`src/rtl/assert_macros.svh`:
```
`ifndef ASSERT_MACROS_SVH
`define ASSERT_MACROS_SVH

// Concurrent property checked on every clock edge outside reset.
`define ASSERT_CLK(label, clk, rst_n, prop, msg) \
    label: assert property (@(posedge clk) disable iff (!rst_n) prop) else $error(msg);

// Antecedent this cycle implies consequent on the next edge.
`define ASSERT_NEXT(label, clk, rst_n, ante, cons, msg) \
    label: assert property (@(posedge clk) disable iff (!rst_n) (ante) |=> (cons)) \
        else $error(msg);

`endif

```
`src/rtl/gsfe_pkg.sv`:
```
`default_nettype none

package gsfe_pkg;

    typedef enum logic [1:0] {
        MODE_WAIT,
        MODE_HEADER,
        MODE_GGA,
        MODE_RMC
    } t_mode;

    typedef enum logic [2:0] {
        KIND_TIME  = 3'd0,
        KIND_NS    = 3'd1,
        KIND_EW    = 3'd2,
        KIND_SAT   = 3'd3,
        KIND_SPEED = 3'd4
    } t_kind;

    // Raw characters of one completed field, chars[0] received first.
    typedef struct packed {
        t_kind            kind;
        logic [5:0][7:0]  chars;
    } t_cap;

    // Decoded field; speed still needs the knots to km/h scaling.
    typedef struct packed {
        t_kind        kind;
        logic [6:0]   hours;
        logic [6:0]   minutes;
        logic [6:0]   seconds;
        logic [14:0]  value;
        logic [13:0]  mant;
        logic [1:0]   scale;
    } t_dec;

    localparam logic [7:0]  CH_DOLLAR = 8'h24;
    localparam logic [39:0] HDR_GGA   = 40'h47_50_47_47_41;   // GPGGA
    localparam logic [39:0] HDR_RMC   = 40'h47_50_52_4D_43;   // GPRMC

    localparam logic [5:0] POS_MAX        = 6'd63;
    localparam logic [5:0] POS_HDR_LAST   = 6'd5;
    localparam logic [5:0] POS_TIME_FIRST = 6'd7;
    localparam logic [5:0] POS_TIME_LAST  = 6'd12;
    localparam logic [5:0] POS_NS         = 6'd28;
    localparam logic [5:0] POS_EW         = 6'd41;
    localparam logic [5:0] POS_SAT_FIRST  = 6'd45;
    localparam logic [5:0] POS_SAT_LAST   = 6'd46;
    localparam logic [5:0] POS_SPD_FIRST  = 6'd45;
    localparam logic [5:0] POS_SPD_LAST   = 6'd48;

    localparam logic [4:0] HOUR_OFFSET_RST = 5'd1;

    // km/h = floor(m * 463 / (250 * 10^scale)); reciprocals ceil(463 * 2^32 / divisor)
    // are exact for every 4-digit mantissa.
    localparam int         SPEED_SHIFT = 32;
    localparam logic [32:0] SPEED_RECIP [4] = '{
        33'd7954279433,
        33'd795427944,
        33'd79542795,
        33'd7954280
    };

endpackage

`default_nettype wire

```
`src/rtl/gsfe_parser.sv`:
```
`default_nettype none

`include "assert_macros.svh"

module gsfe_parser (
    input  wire logic           i_clk,
    input  wire logic           i_rst_n,
    input  wire logic           i_en,
    input  wire logic           i_accept,
    input  wire logic [7:0]     i_rx_byte,
    output logic                o_cap_valid,
    output gsfe_pkg::t_cap      o_cap
);

    logic [5:0]       r_pos;
    logic [5:0]       n_pos;
    logic [5:0]       w_pos_inc;
    gsfe_pkg::t_mode  r_mode;
    gsfe_pkg::t_mode  n_mode;
    logic [7:0]       r_hdr [4];
    logic [7:0]       r_time [6];
    logic [7:0]       r_sat;
    logic [7:0]       r_spd [3];
    logic             w_dollar;
    logic             w_live;
    logic             n_emit;
    gsfe_pkg::t_cap   n_cap;
    logic             r_cap_valid;
    gsfe_pkg::t_cap   r_cap;

    assign w_dollar  = (i_rx_byte == gsfe_pkg::CH_DOLLAR);
    assign w_live    = i_accept && !w_dollar;
    assign w_pos_inc = (r_pos == gsfe_pkg::POS_MAX) ? r_pos : r_pos + 6'd1;

    // next state
    always_comb begin
        n_pos  = r_pos;
        n_mode = r_mode;
        if (i_accept && w_dollar) begin
            n_pos  = '0;
            n_mode = gsfe_pkg::MODE_HEADER;
        end else if (w_live && r_mode != gsfe_pkg::MODE_WAIT) begin
            n_pos = w_pos_inc;
            if (r_mode == gsfe_pkg::MODE_HEADER && w_pos_inc == gsfe_pkg::POS_HDR_LAST) begin
                if ({r_hdr[0], r_hdr[1], r_hdr[2], r_hdr[3], i_rx_byte} == gsfe_pkg::HDR_GGA) begin
                    n_mode = gsfe_pkg::MODE_GGA;
                end else if ({r_hdr[0], r_hdr[1], r_hdr[2], r_hdr[3], i_rx_byte}
                             == gsfe_pkg::HDR_RMC) begin
                    n_mode = gsfe_pkg::MODE_RMC;
                end else begin
                    n_mode = gsfe_pkg::MODE_WAIT;
                end
            end
        end
    end

    // field capture
    always_comb begin
        n_emit      = 1'b0;
        n_cap.kind  = gsfe_pkg::KIND_TIME;
        n_cap.chars = '0;
        if (w_live) begin
            case (r_mode)
                gsfe_pkg::MODE_GGA: begin
                    if (w_pos_inc == gsfe_pkg::POS_TIME_LAST) begin
                        n_emit     = 1'b1;
                        n_cap.kind = gsfe_pkg::KIND_TIME;
                        for (int i = 0; i < 5; i++) begin
                            n_cap.chars[i] = r_time[i];
                        end
                        n_cap.chars[5] = i_rx_byte;
                    end else if (w_pos_inc == gsfe_pkg::POS_NS) begin
                        n_emit         = 1'b1;
                        n_cap.kind     = gsfe_pkg::KIND_NS;
                        n_cap.chars[0] = i_rx_byte;
                    end else if (w_pos_inc == gsfe_pkg::POS_EW) begin
                        n_emit         = 1'b1;
                        n_cap.kind     = gsfe_pkg::KIND_EW;
                        n_cap.chars[0] = i_rx_byte;
                    end else if (w_pos_inc == gsfe_pkg::POS_SAT_LAST) begin
                        n_emit         = 1'b1;
                        n_cap.kind     = gsfe_pkg::KIND_SAT;
                        n_cap.chars[0] = r_sat;
                        n_cap.chars[1] = i_rx_byte;
                    end
                end
                gsfe_pkg::MODE_RMC: begin
                    if (w_pos_inc == gsfe_pkg::POS_SPD_LAST) begin
                        n_emit     = 1'b1;
                        n_cap.kind = gsfe_pkg::KIND_SPEED;
                        for (int i = 0; i < 3; i++) begin
                            n_cap.chars[i] = r_spd[i];
                        end
                        n_cap.chars[3] = i_rx_byte;
                    end
                end
                default: begin
                end
            endcase
        end
    end

    always_ff @(posedge i_clk) begin
        if (!i_rst_n) begin
            r_pos       <= '0;
            r_mode      <= gsfe_pkg::MODE_WAIT;
            r_cap_valid <= 1'b0;
        end else begin
            r_pos  <= n_pos;
            r_mode <= n_mode;
            if (i_en) begin
                r_cap_valid <= n_emit;
            end
        end
    end

    // character stores; each entry is written at an earlier byte of the same sentence than the one that reads it
    always_ff @(posedge i_clk) begin
        if (i_en) begin
            r_cap <= n_cap;
        end
        if (w_live && r_mode == gsfe_pkg::MODE_HEADER) begin
            for (int i = 0; i < 4; i++) begin
                if (w_pos_inc == 6'(i + 1)) begin
                    r_hdr[i] <= i_rx_byte;
                end
            end
        end
        if (w_live && r_mode == gsfe_pkg::MODE_GGA) begin
            for (int i = 0; i < 6; i++) begin
                if (w_pos_inc == gsfe_pkg::POS_TIME_FIRST + 6'(i)) begin
                    r_time[i] <= i_rx_byte;
                end
            end
            if (w_pos_inc == gsfe_pkg::POS_SAT_FIRST) begin
                r_sat <= i_rx_byte;
            end
        end
        if (w_live && r_mode == gsfe_pkg::MODE_RMC) begin
            for (int i = 0; i < 3; i++) begin
                if (w_pos_inc == gsfe_pkg::POS_SPD_FIRST + 6'(i)) begin
                    r_spd[i] <= i_rx_byte;
                end
            end
        end
    end

    assign o_cap_valid = r_cap_valid;
    assign o_cap       = r_cap;

    `ASSERT_NEXT(a_cap_needs_beat, i_clk, i_rst_n, i_en && !i_accept, !o_cap_valid, "capture without an accepted beat")
    `ASSERT_NEXT(a_no_cap_outside_body, i_clk, i_rst_n, i_en && (r_mode == gsfe_pkg::MODE_WAIT || r_mode == gsfe_pkg::MODE_HEADER), !o_cap_valid, "capture outside a GGA or RMC body")

endmodule

`default_nettype wire

```
`src/rtl/gsfe_decode.sv`:
```
`default_nettype none

`include "assert_macros.svh"

module gsfe_decode (
    input  wire logic            i_clk,
    input  wire logic            i_rst_n,
    input  wire logic            i_en,
    input  wire logic            i_cap_valid,
    input  wire gsfe_pkg::t_cap  i_cap,
    input  wire logic [4:0]      i_hour_offset,
    output logic                 o_dec_valid,
    output gsfe_pkg::t_dec       o_dec
);

    function automatic logic is_blank(input logic [7:0] c);
        return (c == 8'h20) || (c >= 8'h09 && c <= 8'h0D);
    endfunction

    // Returns {scale, mantissa}; blanks, one sign, digits, optional single point.
    function automatic logic [15:0] dec_num(input logic [3:0][7:0] s,
                                            input logic [2:0] len,
                                            input logic allow_pt);
        logic        started;
        logic        done;
        logic        neg;
        logic        point;
        logic [13:0] m;
        logic [1:0]  sc;
        logic [7:0]  c;
        started = 1'b0;
        done    = 1'b0;
        neg     = 1'b0;
        point   = 1'b0;
        m       = '0;
        sc      = '0;
        for (int i = 0; i < 4; i++) begin
            c = s[i];
            if (3'(i) < len && !done) begin
                if (!started && is_blank(c)) begin
                    started = 1'b0;
                end else if (!started && (c == 8'h2B || c == 8'h2D)) begin
                    started = 1'b1;
                    neg     = (c == 8'h2D);
                end else begin
                    started = 1'b1;
                    if (c >= 8'h30 && c <= 8'h39) begin
                        m = 14'(m * 14'd10) + 14'(c - 8'h30);
                        if (point) begin
                            sc = sc + 2'd1;
                        end
                    end else if (allow_pt && c == 8'h2E && !point) begin
                        point = 1'b1;
                    end else begin
                        done = 1'b1;
                    end
                end
            end
        end
        return neg ? 16'd0 : {sc, m};
    endfunction

    logic [15:0]     w_lo;
    logic [15:0]     w_mid;
    logic [15:0]     w_hi;
    logic [15:0]     w_spd;
    logic [7:0]      w_hsum;
    gsfe_pkg::t_dec  n_dec;
    gsfe_pkg::t_dec  r_dec;
    logic            r_dec_valid;

    assign w_lo   = dec_num({16'h0, i_cap.chars[1:0]}, 3'd2, 1'b0);
    assign w_mid  = dec_num({16'h0, i_cap.chars[3:2]}, 3'd2, 1'b0);
    assign w_hi   = dec_num({16'h0, i_cap.chars[5:4]}, 3'd2, 1'b0);
    assign w_spd  = dec_num(i_cap.chars[3:0], 3'd4, 1'b1);
    assign w_hsum = 8'(w_lo[6:0]) + 8'(i_hour_offset);

    always_comb begin
        n_dec      = '0;
        n_dec.kind = i_cap.kind;
        case (i_cap.kind)
            gsfe_pkg::KIND_TIME: begin
                n_dec.hours   = w_hsum[7] ? 7'd127 : w_hsum[6:0];
                n_dec.minutes = w_mid[6:0];
                n_dec.seconds = w_hi[6:0];
            end
            gsfe_pkg::KIND_NS, gsfe_pkg::KIND_EW: begin
                n_dec.value = 15'(i_cap.chars[0]);
            end
            gsfe_pkg::KIND_SAT: begin
                n_dec.value = 15'(w_lo[6:0]);
            end
            gsfe_pkg::KIND_SPEED: begin
                n_dec.mant  = w_spd[13:0];
                n_dec.scale = w_spd[15:14];
            end
            default: begin
            end
        endcase
    end

    always_ff @(posedge i_clk) begin
        if (!i_rst_n) begin
            r_dec_valid <= 1'b0;
        end else if (i_en) begin
            r_dec_valid <= i_cap_valid;
        end
    end

    always_ff @(posedge i_clk) begin
        if (i_en) begin
            r_dec <= n_dec;
        end
    end

    assign o_dec_valid = r_dec_valid;
    assign o_dec       = r_dec;

    `ASSERT_NEXT(a_dec_follows_cap, i_clk, i_rst_n, i_en && i_cap_valid, o_dec_valid, "decoded field lost")

endmodule

`default_nettype wire

```
`src/rtl/gps_sentence_field_extractor.sv`:
```
`default_nettype none

`include "assert_macros.svh"

// Extracts fields from an NMEA-style GPS byte stream, one byte per beat and a new byte
// every cycle while not stalled. '$' restarts a sentence; GPGGA gives time, N/S, E/W
// and satellite count, GPRMC gives speed in km/h (truncated). A field, once its last byte
// is taken, passes through the parser register, decode register, then the output register
// behind the speed multiplier (14 x 33 bits). The whole pipeline advances together,
// so the input takes a byte whenever the output register is empty or being taken.
// hour_offset resets to 1 and is added to the hour without wrapping (saturates at 127).
module gps_sentence_field_extractor (
    input  wire logic         i_clk,
    input  wire logic         i_rst_n,
    input  wire logic         i_rx_valid,
    output logic              o_rx_ready,
    input  wire logic [7:0]   i_rx_byte,
    input  wire logic         i_cfg_we,
    input  wire logic [4:0]   i_cfg_data,
    output logic              o_res_valid,
    input  wire logic         i_res_ready,
    output logic [2:0]        o_field_kind,
    output logic [6:0]        o_hours,
    output logic [6:0]        o_minutes,
    output logic [6:0]        o_seconds,
    output logic [14:0]       o_value
);

    logic            w_en;
    logic            w_accept;
    logic [4:0]      r_hour_offset;
    logic            w_cap_valid;
    gsfe_pkg::t_cap  w_cap;
    logic            w_dec_valid;
    gsfe_pkg::t_dec  w_dec;
    logic [46:0]     w_prod;
    logic            r_out_valid;
    logic [2:0]      r_kind;
    logic [6:0]      r_hours;
    logic [6:0]      r_minutes;
    logic [6:0]      r_seconds;
    logic [14:0]     r_value;

    assign w_en     = !r_out_valid || i_res_ready;
    assign w_accept = i_rx_valid && w_en;

    always_ff @(posedge i_clk) begin
        if (!i_rst_n) begin
            r_hour_offset <= gsfe_pkg::HOUR_OFFSET_RST;
        end else if (i_cfg_we) begin
            r_hour_offset <= i_cfg_data;
        end
    end

    gsfe_parser u_parser (
        .i_clk       (i_clk),
        .i_rst_n     (i_rst_n),
        .i_en        (w_en),
        .i_accept    (w_accept),
        .i_rx_byte   (i_rx_byte),
        .o_cap_valid (w_cap_valid),
        .o_cap       (w_cap)
    );

    gsfe_decode u_decode (
        .i_clk         (i_clk),
        .i_rst_n       (i_rst_n),
        .i_en          (w_en),
        .i_cap_valid   (w_cap_valid),
        .i_cap         (w_cap),
        .i_hour_offset (r_hour_offset),
        .o_dec_valid   (w_dec_valid),
        .o_dec         (w_dec)
    );

    // knots to km/h by reciprocal multiply
    assign w_prod = 47'(w_dec.mant) * 47'(gsfe_pkg::SPEED_RECIP[w_dec.scale]);

    always_ff @(posedge i_clk) begin
        if (!i_rst_n) begin
            r_out_valid <= 1'b0;
        end else if (w_en) begin
            r_out_valid <= w_dec_valid;
        end
    end

    always_ff @(posedge i_clk) begin
        if (w_en) begin
            r_kind    <= w_dec.kind;
            r_hours   <= w_dec.hours;
            r_minutes <= w_dec.minutes;
            r_seconds <= w_dec.seconds;
            r_value   <= (w_dec.kind == gsfe_pkg::KIND_SPEED)
                         ? w_prod[gsfe_pkg::SPEED_SHIFT +: 15] : w_dec.value;
        end
    end

    assign o_rx_ready   = w_en;
    assign o_res_valid  = r_out_valid;
    assign o_field_kind = r_kind;
    assign o_hours      = r_hours;
    assign o_minutes    = r_minutes;
    assign o_seconds    = r_seconds;
    assign o_value      = r_value;

    `ASSERT_CLK(a_time_fields_only_for_time, i_clk, i_rst_n, o_res_valid && o_field_kind != gsfe_pkg::KIND_TIME |-> o_hours == 7'd0 && o_minutes == 7'd0 && o_seconds == 7'd0, "time fields set on a non-time result")

endmodule

`default_nettype wire

```
`config.mk`:
```
export PLATFORM = sky130hd
export DESIGN_NAME = gps_sentence_field_extractor
export DESIGN_NICKNAME = d
export VERILOG_FILES = /design/src/rtl/gsfe_pkg.sv /design/src/rtl/gsfe_parser.sv /design/src/rtl/gsfe_decode.sv /design/src/rtl/gps_sentence_field_extractor.sv
export VERILOG_INCLUDE_DIRS = /design/src /design/src/rtl
export SDC_FILE = /design/constraint.sdc
export NUM_CORES = 1
export LEC_CHECK = 0
export ABC_AREA = 1
export BUFFER_PORTS_ARGS = -buffer_cell sky130_fd_sc_hd__buf_2
export CORE_ASPECT_RATIO = 0.5
export CORE_MARGIN = 2
export CORE_UTILIZATION = 45
export CTS_CLUSTER_DIAMETER = 50
export DETAILED_ROUTE_END_ITERATION = 10
export GPL_TIMING_DRIVEN = 0
export SYNTH_ARGS = -nofsm -noshare
export SYNTH_HDL_FRONTEND = slang
export SYNTH_SLANG_ARGS = --single-unit
```
`constraint.sdc`:
```
create_clock -name i_clk -period 26 [get_ports i_clk]
set_input_delay 2.6 -clock i_clk [delete_from_list [all_inputs] [get_ports i_clk]]
set_output_delay 2.6 -clock i_clk [all_outputs]
set_load 0.02 [all_outputs]
```
======== Yosys cells after proc, flatten, opt, wreduce, memory -nomap -nowiden ========
Memories as Yosys holds them, arrays and structs flattened. A register that Yosys moved wholly into a read port is not among the register bits.
Cells that the tools add are included.
storage, ports and cells
  output and inout bits ................... 41
  memories kept ........................... 3
  bits of input ports ..................... 18
  flip-flop bits (word level) ............. 161
  memory bits (writable) .................. 104
  word-level logic and storage cells ...... 416
cells by class
  equal/unequal tests ..................... 50
  $add $sub $neg .......................... 15
  bitwise logic cells ..................... 4
  reductions and logical operators ........ 75
  multiplexer cells ....................... 212
  $mul .................................... 6
  $lt $le $gt $ge ......................... 25
memories
  memory           depth  bits a word  rd ports  clocked after memory_dff  write ports  line               RTL
  u_parser.r_time  6      8            5         1                         1            gsfe_parser.sv:21  logic [7:0] r_time [6];
  u_parser.r_hdr   4      8            4         0                         1            gsfe_parser.sv:20  logic [7:0] r_hdr [4];
  u_parser.r_spd   3      8            3         0                         1            gsfe_parser.sv:23  logic [7:0] r_spd [3];
operator list
  cell                                                                                 number
  14-bit two-way mux                                                                   21
  8-bit by 6-bit equality test with 1-bit output, second input constant                22
  1-bit two-way mux                                                                    122
  8-bit two-way mux                                                                    14
  40-bit by 39-bit equality test with 1-bit output, second input constant              2
  8-bit OR reduction                                                                   10
  7-bit two-way mux                                                                    11
  33-bit binary-select mux with 2-bit select                                           1
  33-bit two-way mux                                                                   2
  32-bit one-hot mux with 2 select lines                                               1
  8-bit by 4-bit greater-or-equal comparator with 1-bit output, second input constant  6
  8-bit by 6-bit greater-or-equal comparator with 1-bit output, second input constant  6
  8-bit by 4-bit less-or-equal comparator with 1-bit output, second input constant     6
  8-bit by 6-bit less-or-equal comparator with 1-bit output, second input constant     6
  16-bit two-way mux                                                                   3
  14-bit by 33-bit multiplier with 47-bit output                                       1
  2-bit two-way mux                                                                    23
  8-bit by 6-bit subtractor with 9-bit output, second input constant                   5
  14-bit adder                                                                         3
  14-bit by 3-bit multiplier with 13-bit output, second input constant                 3
  6-bit equality test, second input constant                                           6
  1-bit logical AND                                                                    32
  32-bit two-way mux                                                                   1
  6-bit by 4-bit equality test with 1-bit output, second input constant                5
  31 further kinds                                                                     75

======== Depth between registers and ports, before layout ========
  depth in word-level cells ............... 24
  gate-level depth with buffers ........... 59
  mapped depth without buffers ............ 58

======== By module ========
From an unflattened synthesis, not the netlist that was laid out.
unflattened totals
  cells, all modules ...................... 3,763
  area, all modules ....................... 30,350.4 um^2
modules (own cells, without submodules)
  module                        instances  area each (um^2)  sequential area each (um^2)  cells an instance
  gps_sentence_field_extractor  1          15,477.3          1,291.2                      2,021
  gsfe_decode                   1          8,224.1           1,461.4                      1,189
  gsfe_parser                   1          6,648.9           4,834.6                      553

======== Least setup slack after synthesis ========
Ideal clock, no wire load.
  path kind ............................... reg-to-reg
  from .................................... register u_parser.r_cap (netlist bit u_parser.o_cap[4])
  to ...................................... register u_decode.r_dec (netlist bit u_decode.o_dec[15]) (data pin)
  cell stages (with the launch flop) ...... 56
  data arrival time ....................... 8.166 ns
  clock period less this slack ............ 8.424 ns
  path slack .............................. 17.576 ns
  cell sequence ........................... edfxtp_1 -> inv_1 -> ha_1 -> inv_1 -> nor2_4 -> nand3_1 -> nand2_4 -> nor2_8 -> nand2_2 -> buf_6 -> nor2_1 -> ha_1 -> ha_1 -> fa_1 -> ha_1 -> a21oi_1 -> o21ai_0 -> a21oi_1 -> (+20 left out) -> ha_1 -> ha_1 -> inv_1 -> xor2_1 -> inv_1 -> ha_1 -> inv_1 -> nor3_1 -> nand2_1 -> o311ai_0 -> a31oi_1 -> nand3b_1 -> nand3_1 -> nand2_1 -> nand2_1 -> nand2_1 -> nand2_1 -> a21oi_2
between the ends
  word-level cells in the longest chain between the ends .. 23
  elaborated cells on any way between the ends .. 86
  those cells by class .................... add/sub (4); mul (3); order compare (4); eq/ne (4); mux (54); reduce/logical (17)
RTL lines
  what                                                                                                                                       line                RTL
  start, declared                                                                                                                            gsfe_parser.sv:29   gsfe_pkg::t_cap r_cap;
  start signal, assigned                                                                                                                     gsfe_parser.sv:120  r_cap <= n_cap;
  8-bit by 6-bit greater-or-equal comparator with 1-bit output or 8-bit by 6-bit less-or-equal comparator with 1-bit output (tied branches)  gsfe_decode.sv:47   if (c >= 8'h30 && c <= 8'h39) begin
  1-bit logical AND                                                                                                                          gsfe_decode.sv:47
  14-bit two-way mux                                                                                                                         gsfe_decode.sv:47
  14-bit two-way mux                                                                                                                         gsfe_decode.sv:42   end else if (!started && (c == 8'h2B || c == 8'h2D)) begin
  14-bit two-way mux                                                                                                                         gsfe_decode.sv:40   if (!started && is_blank(c)) begin
  14-bit by 3-bit multiplier with 13-bit output                                                                                              gsfe_decode.sv:48   m = 14'(m * 14'd10) + 14'(c - 8'h30);
  14-bit adder                                                                                                                               gsfe_decode.sv:48
  14-bit two-way mux (3 in series)                                                                                                           -
  (+5 left out)                                                                                                                              -
  14-bit two-way mux                                                                                                                         gsfe_decode.sv:40
  14-bit two-way mux                                                                                                                         gsfe_decode.sv:39   if (3'(i) < len && !done) begin
  14-bit by 3-bit multiplier with 13-bit output                                                                                              gsfe_decode.sv:48
  14-bit adder                                                                                                                               gsfe_decode.sv:48
  14-bit two-way mux                                                                                                                         gsfe_decode.sv:47
  14-bit two-way mux                                                                                                                         gsfe_decode.sv:42
  14-bit two-way mux                                                                                                                         gsfe_decode.sv:40
  14-bit two-way mux                                                                                                                         gsfe_decode.sv:39
  end signal, assigned                                                                                                                       gsfe_decode.sv:112  r_dec <= n_dec;
  end, declared                                                                                                                              gsfe_decode.sv:69   gsfe_pkg::t_dec r_dec;
Parallel ways exist; a longest one is shown, timed or not.
A chain may end at the register's enable or synchronous reset.

======== Final worst setup path ========
Same ends and word-level chain as after synthesis.

==> impl_metrics.csv <==
group,metric,value,unit
drt,drt-pass1-iter-count,5,
pwr,p_comb_share,1.2,%
synth,ys_ff_latch,258,
finish,fillers,5920,
pwr,p_int,0.730,mW
grt,grt_first_pass_wirelength,116000,um
drt,dr_total_vias,20721,
drt,wl_per_cell,17.3,um
floorplan,fp.dieArea,64400,um2
critical_path,worstPathRequired,26.27,ns
synth,synth_area,28000,um2
finish,layout-drive-gt1-share,6.53,%
run_status,outcome,"finished, final reports clean",
grt,grt-ovfl-total,0,
clocking,clock_latency,0.54,ns
synth,ys_warn_count,0,
floorplan,die_y,180,um
clocking,cts_tree,"done",
critical_path,crit_path_top_delay_cell,"o31ai_1",
synth,synth.avg_cell_area,9.05,um2
synth,async_flop_share,0,%
grt,grt_usage,22.9,%
finish,area_growth_syn_to_layout,8.91,%
grt,grt_max_degree,81,
grt,grt_pass1_vias,21510,
critical_path,cp.arrival,10.23,ns
floorplan,start_util,45.7,%
finish,final_cell_mix,"inv_1 (627), nand2_1 (471), fa_1 (320)",
pwr,p_seq_share,49.1,%
sta,slew_headroom,17.4,%
synth,ys_seq_area_share,27.1,%
critical_path,cp_max_fo,10,
synth,synth_cells,3097,
clocking,cts.sinks,258,
sta,slew_violations,0,
floorplan,die_width,357,um
drt,drc,0,
sta,min_period,9.96,ns
pwr,irDropWorstVdd,0.0000535,V
clocking,cts_max_level,2,
finish,antenna_cells,0,
finish,fin_util,49.8,%
hold_path,hold_class,"flip-flop to flip-flop",
floorplan,pin_count,59,
critical_path,max_stage_delay,0.54,ns
floorplan,rows,64,
sta,setup_tns,0,ns
drt,wl,70100,um
synth,syn_nets,3741,
synth,ys_dominant_reg_cell,"edfxtp_1",
sta,grt_setup_unrepaired,"false",
clocking,hold_buffers,0,
placed_design,routabilityCongestion,0.965,
sta,max_freq,100,MHz
sta,finalHoldViolations,0,
drt,postRouteAntennaNets,0,
sta,finalCritPeriodShare,38.3,%
placed_design,dpl.hpwl,59300,um
clocking,cts_root_buf,"clkbuf_16",
finish,nNetsFinal,3836,
clocking,cts_buffers,34,
drt,first_iter_violations,1339,
clocking,clk_pin_slew,0.06,ns
pwr,p_leak,15.9,nW
synth,synth_edf_count,242,
placed_design,dp_slack,16.10,ns
placed_design,place_inst,3981,
pwr,p_switching,0.191,mW
sta,worst_slew_pin_slew,1.23,ns
critical_path,path_class,"flip-flop to flip-flop",
synth,ys_types,64,
pwr,power.density,30.2,nW/um2
drt,via_per_inst,5.13,
clocking,clock_path_buffers,3,
sta,finalSetupViolations,0,
grt,grt_antenna_before_repair,0,
placed_design,port_buffers,58,
clocking,cts_repair_resize_count,0,
critical_path,endpoint_kind,"flip-flop",
finish,finalNonFillerCells,4042,
clocking,post-cts-setup-buffers,0,
pwr,p_clk_share,49.7,%
critical_path,crit_path_frequent_cell,"ha_1",
finish,mostFrequentLayoutCell,"inv_1",
sta,worst_slack,16.04,ns
critical_path,crit_path_start_kind,"flip-flop",
pwr,sw_frac_of_total,20.8,%
sta,worst_clock_skew,0.0207,ns
flow_run,drv_cap,0,
floorplan,core,61300,um2
[path summary, 6_finish.rpt]
check,startpoint,end,slack [ns],depth (start not counted)
worst max-delay path,u_parser.o_cap[4],u_decode.o_dec[15],16.04,55
worst min-delay path,u_decode.o_dec[34],o_seconds[3],0.42,0
worst min register to register,u_decode.o_dec[34],o_seconds[3],0.42,0
worst max register to register,u_parser.o_cap[4],u_decode.o_dec[15],16.04,55
[cell families after synthesis]
kind of cell / count (synthesis) / synth area share (%)
compound gates: 421 / 8.78
xor+xnor: 72 / 2.25
fa+ha+maj: 626 / 36.5
buf+inv: 702 / 9.55
flops: 258 / 27.1
mux: 2 / 0.0714
simple gates: 1016 / 15.8
[power by group through the flow]
stage	logic, mW	clock network (mW)	registers [mW]
detailed placement	0.0114	0	0.461
floorplan	0.00317	0	0.462
global placement	0.0113	0	0.461
CTS	0.0115	0.470	0.453
global route	0.0124	0.487	0.453
finish	0.0111	0.458	0.453
[stage by stage]
| step | hold slack (ns) | area, um2 | total power, mW |
|---|---|---|---|
| after floorplan | 0.400 | 28000 | 0.465 |
| after global placement | 0.405 | 29300 | 0.473 |
| after detailed placement | 0.405 | 29400 | 0.473 |
| after CTS | 0.421 | 30500 | 0.934 |
| after global routing | 0.421 | 30500 | 0.952 |
| final | 0.419 | 30500 | 0.921 |
[critical path, delay by kind of cell, from the launching register on]
kind / cells / cell delay [ns]
DFF: 1 / 0.40
adders and majority gates: 11 / 3.43
xor gates and xnor gates: 2 / 0.31
and+or+nand+nor: 22 / 2.67
AOI/OAI and AO/OA: 10 / 2.01
buffers and inverters: 10 / 0.86
[state kept, by name (all words and copies together) (netlist names), 2 cells and up]
register / flops
o_value: 15
u_parser.r_hdr: 32
u_parser.r_time: 40
u_parser.r_spd: 24
o_hours: 7
u_parser.r_pos: 6
u_parser.r_mode: 2
o_seconds: 7
o_minutes: 7
o_field_kind: 3
u_decode.o_dec: 48
u_parser.o_cap: 51
u_parser.r_sat: 8
r_hour_offset: 5
[layout make-up]
cell class / count / area (um2) / area share, %
buffer: 55 / 246 / 0.808
inverter: 647 / 2430 / 7.97
tap: 825 / 1030 / 3.38
clock buffer: 43 / 915 / 3.00
multi-input combinational: 2137 / 17800 / 58.2
timing repair buffer: 59 / 318 / 1.04
sequential: 258 / 7590 / 24.9
clock inverter: 18 / 214 / 0.701
[synth_stat cells (16+ instances only)]
| cell type | instances | area (um2) |
|---|---|---|
| xnor2_1 | 27 | 236 |
| nand2_1 | 471 | 1770 |
| ha_1 | 306 | 3830 |
| dfxtp_1 | 16 | 320 |
| a21oi_1 | 187 | 936 |
| o21ai_0 | 95 | 475 |
| edfxtp_1 | 242 | 7270 |
| o211ai_1 | 20 | 150 |
| nand3_1 | 100 | 500 |
| nand4_1 | 24 | 150 |
| nor2_1 | 303 | 1140 |
| nor3_1 | 33 | 165 |
| clkbuf_1 | 40 | 150 |
| inv_2 | 16 | 60.1 |
| inv_1 | 628 | 2360 |
| fa_1 | 320 | 6410 |
| xor2_1 | 45 | 394 |
[routing by layer]
| metal | part of all wire [%] | track usage, % | vias to the layer above |
|---|---|---|---|
| li1 | - | - | 10176 |
| met1 | 47 | 31.8 | 9964 |
| met2 | 45 | 37.0 | 484 |
| met3 | 5.4 | 3.91 | 97 |
| met4 | 2.7 | 6.12 | 0 |
| met5 | 0 | 0 | - |
No activity file was read; power rests on OpenSTA's default activity.
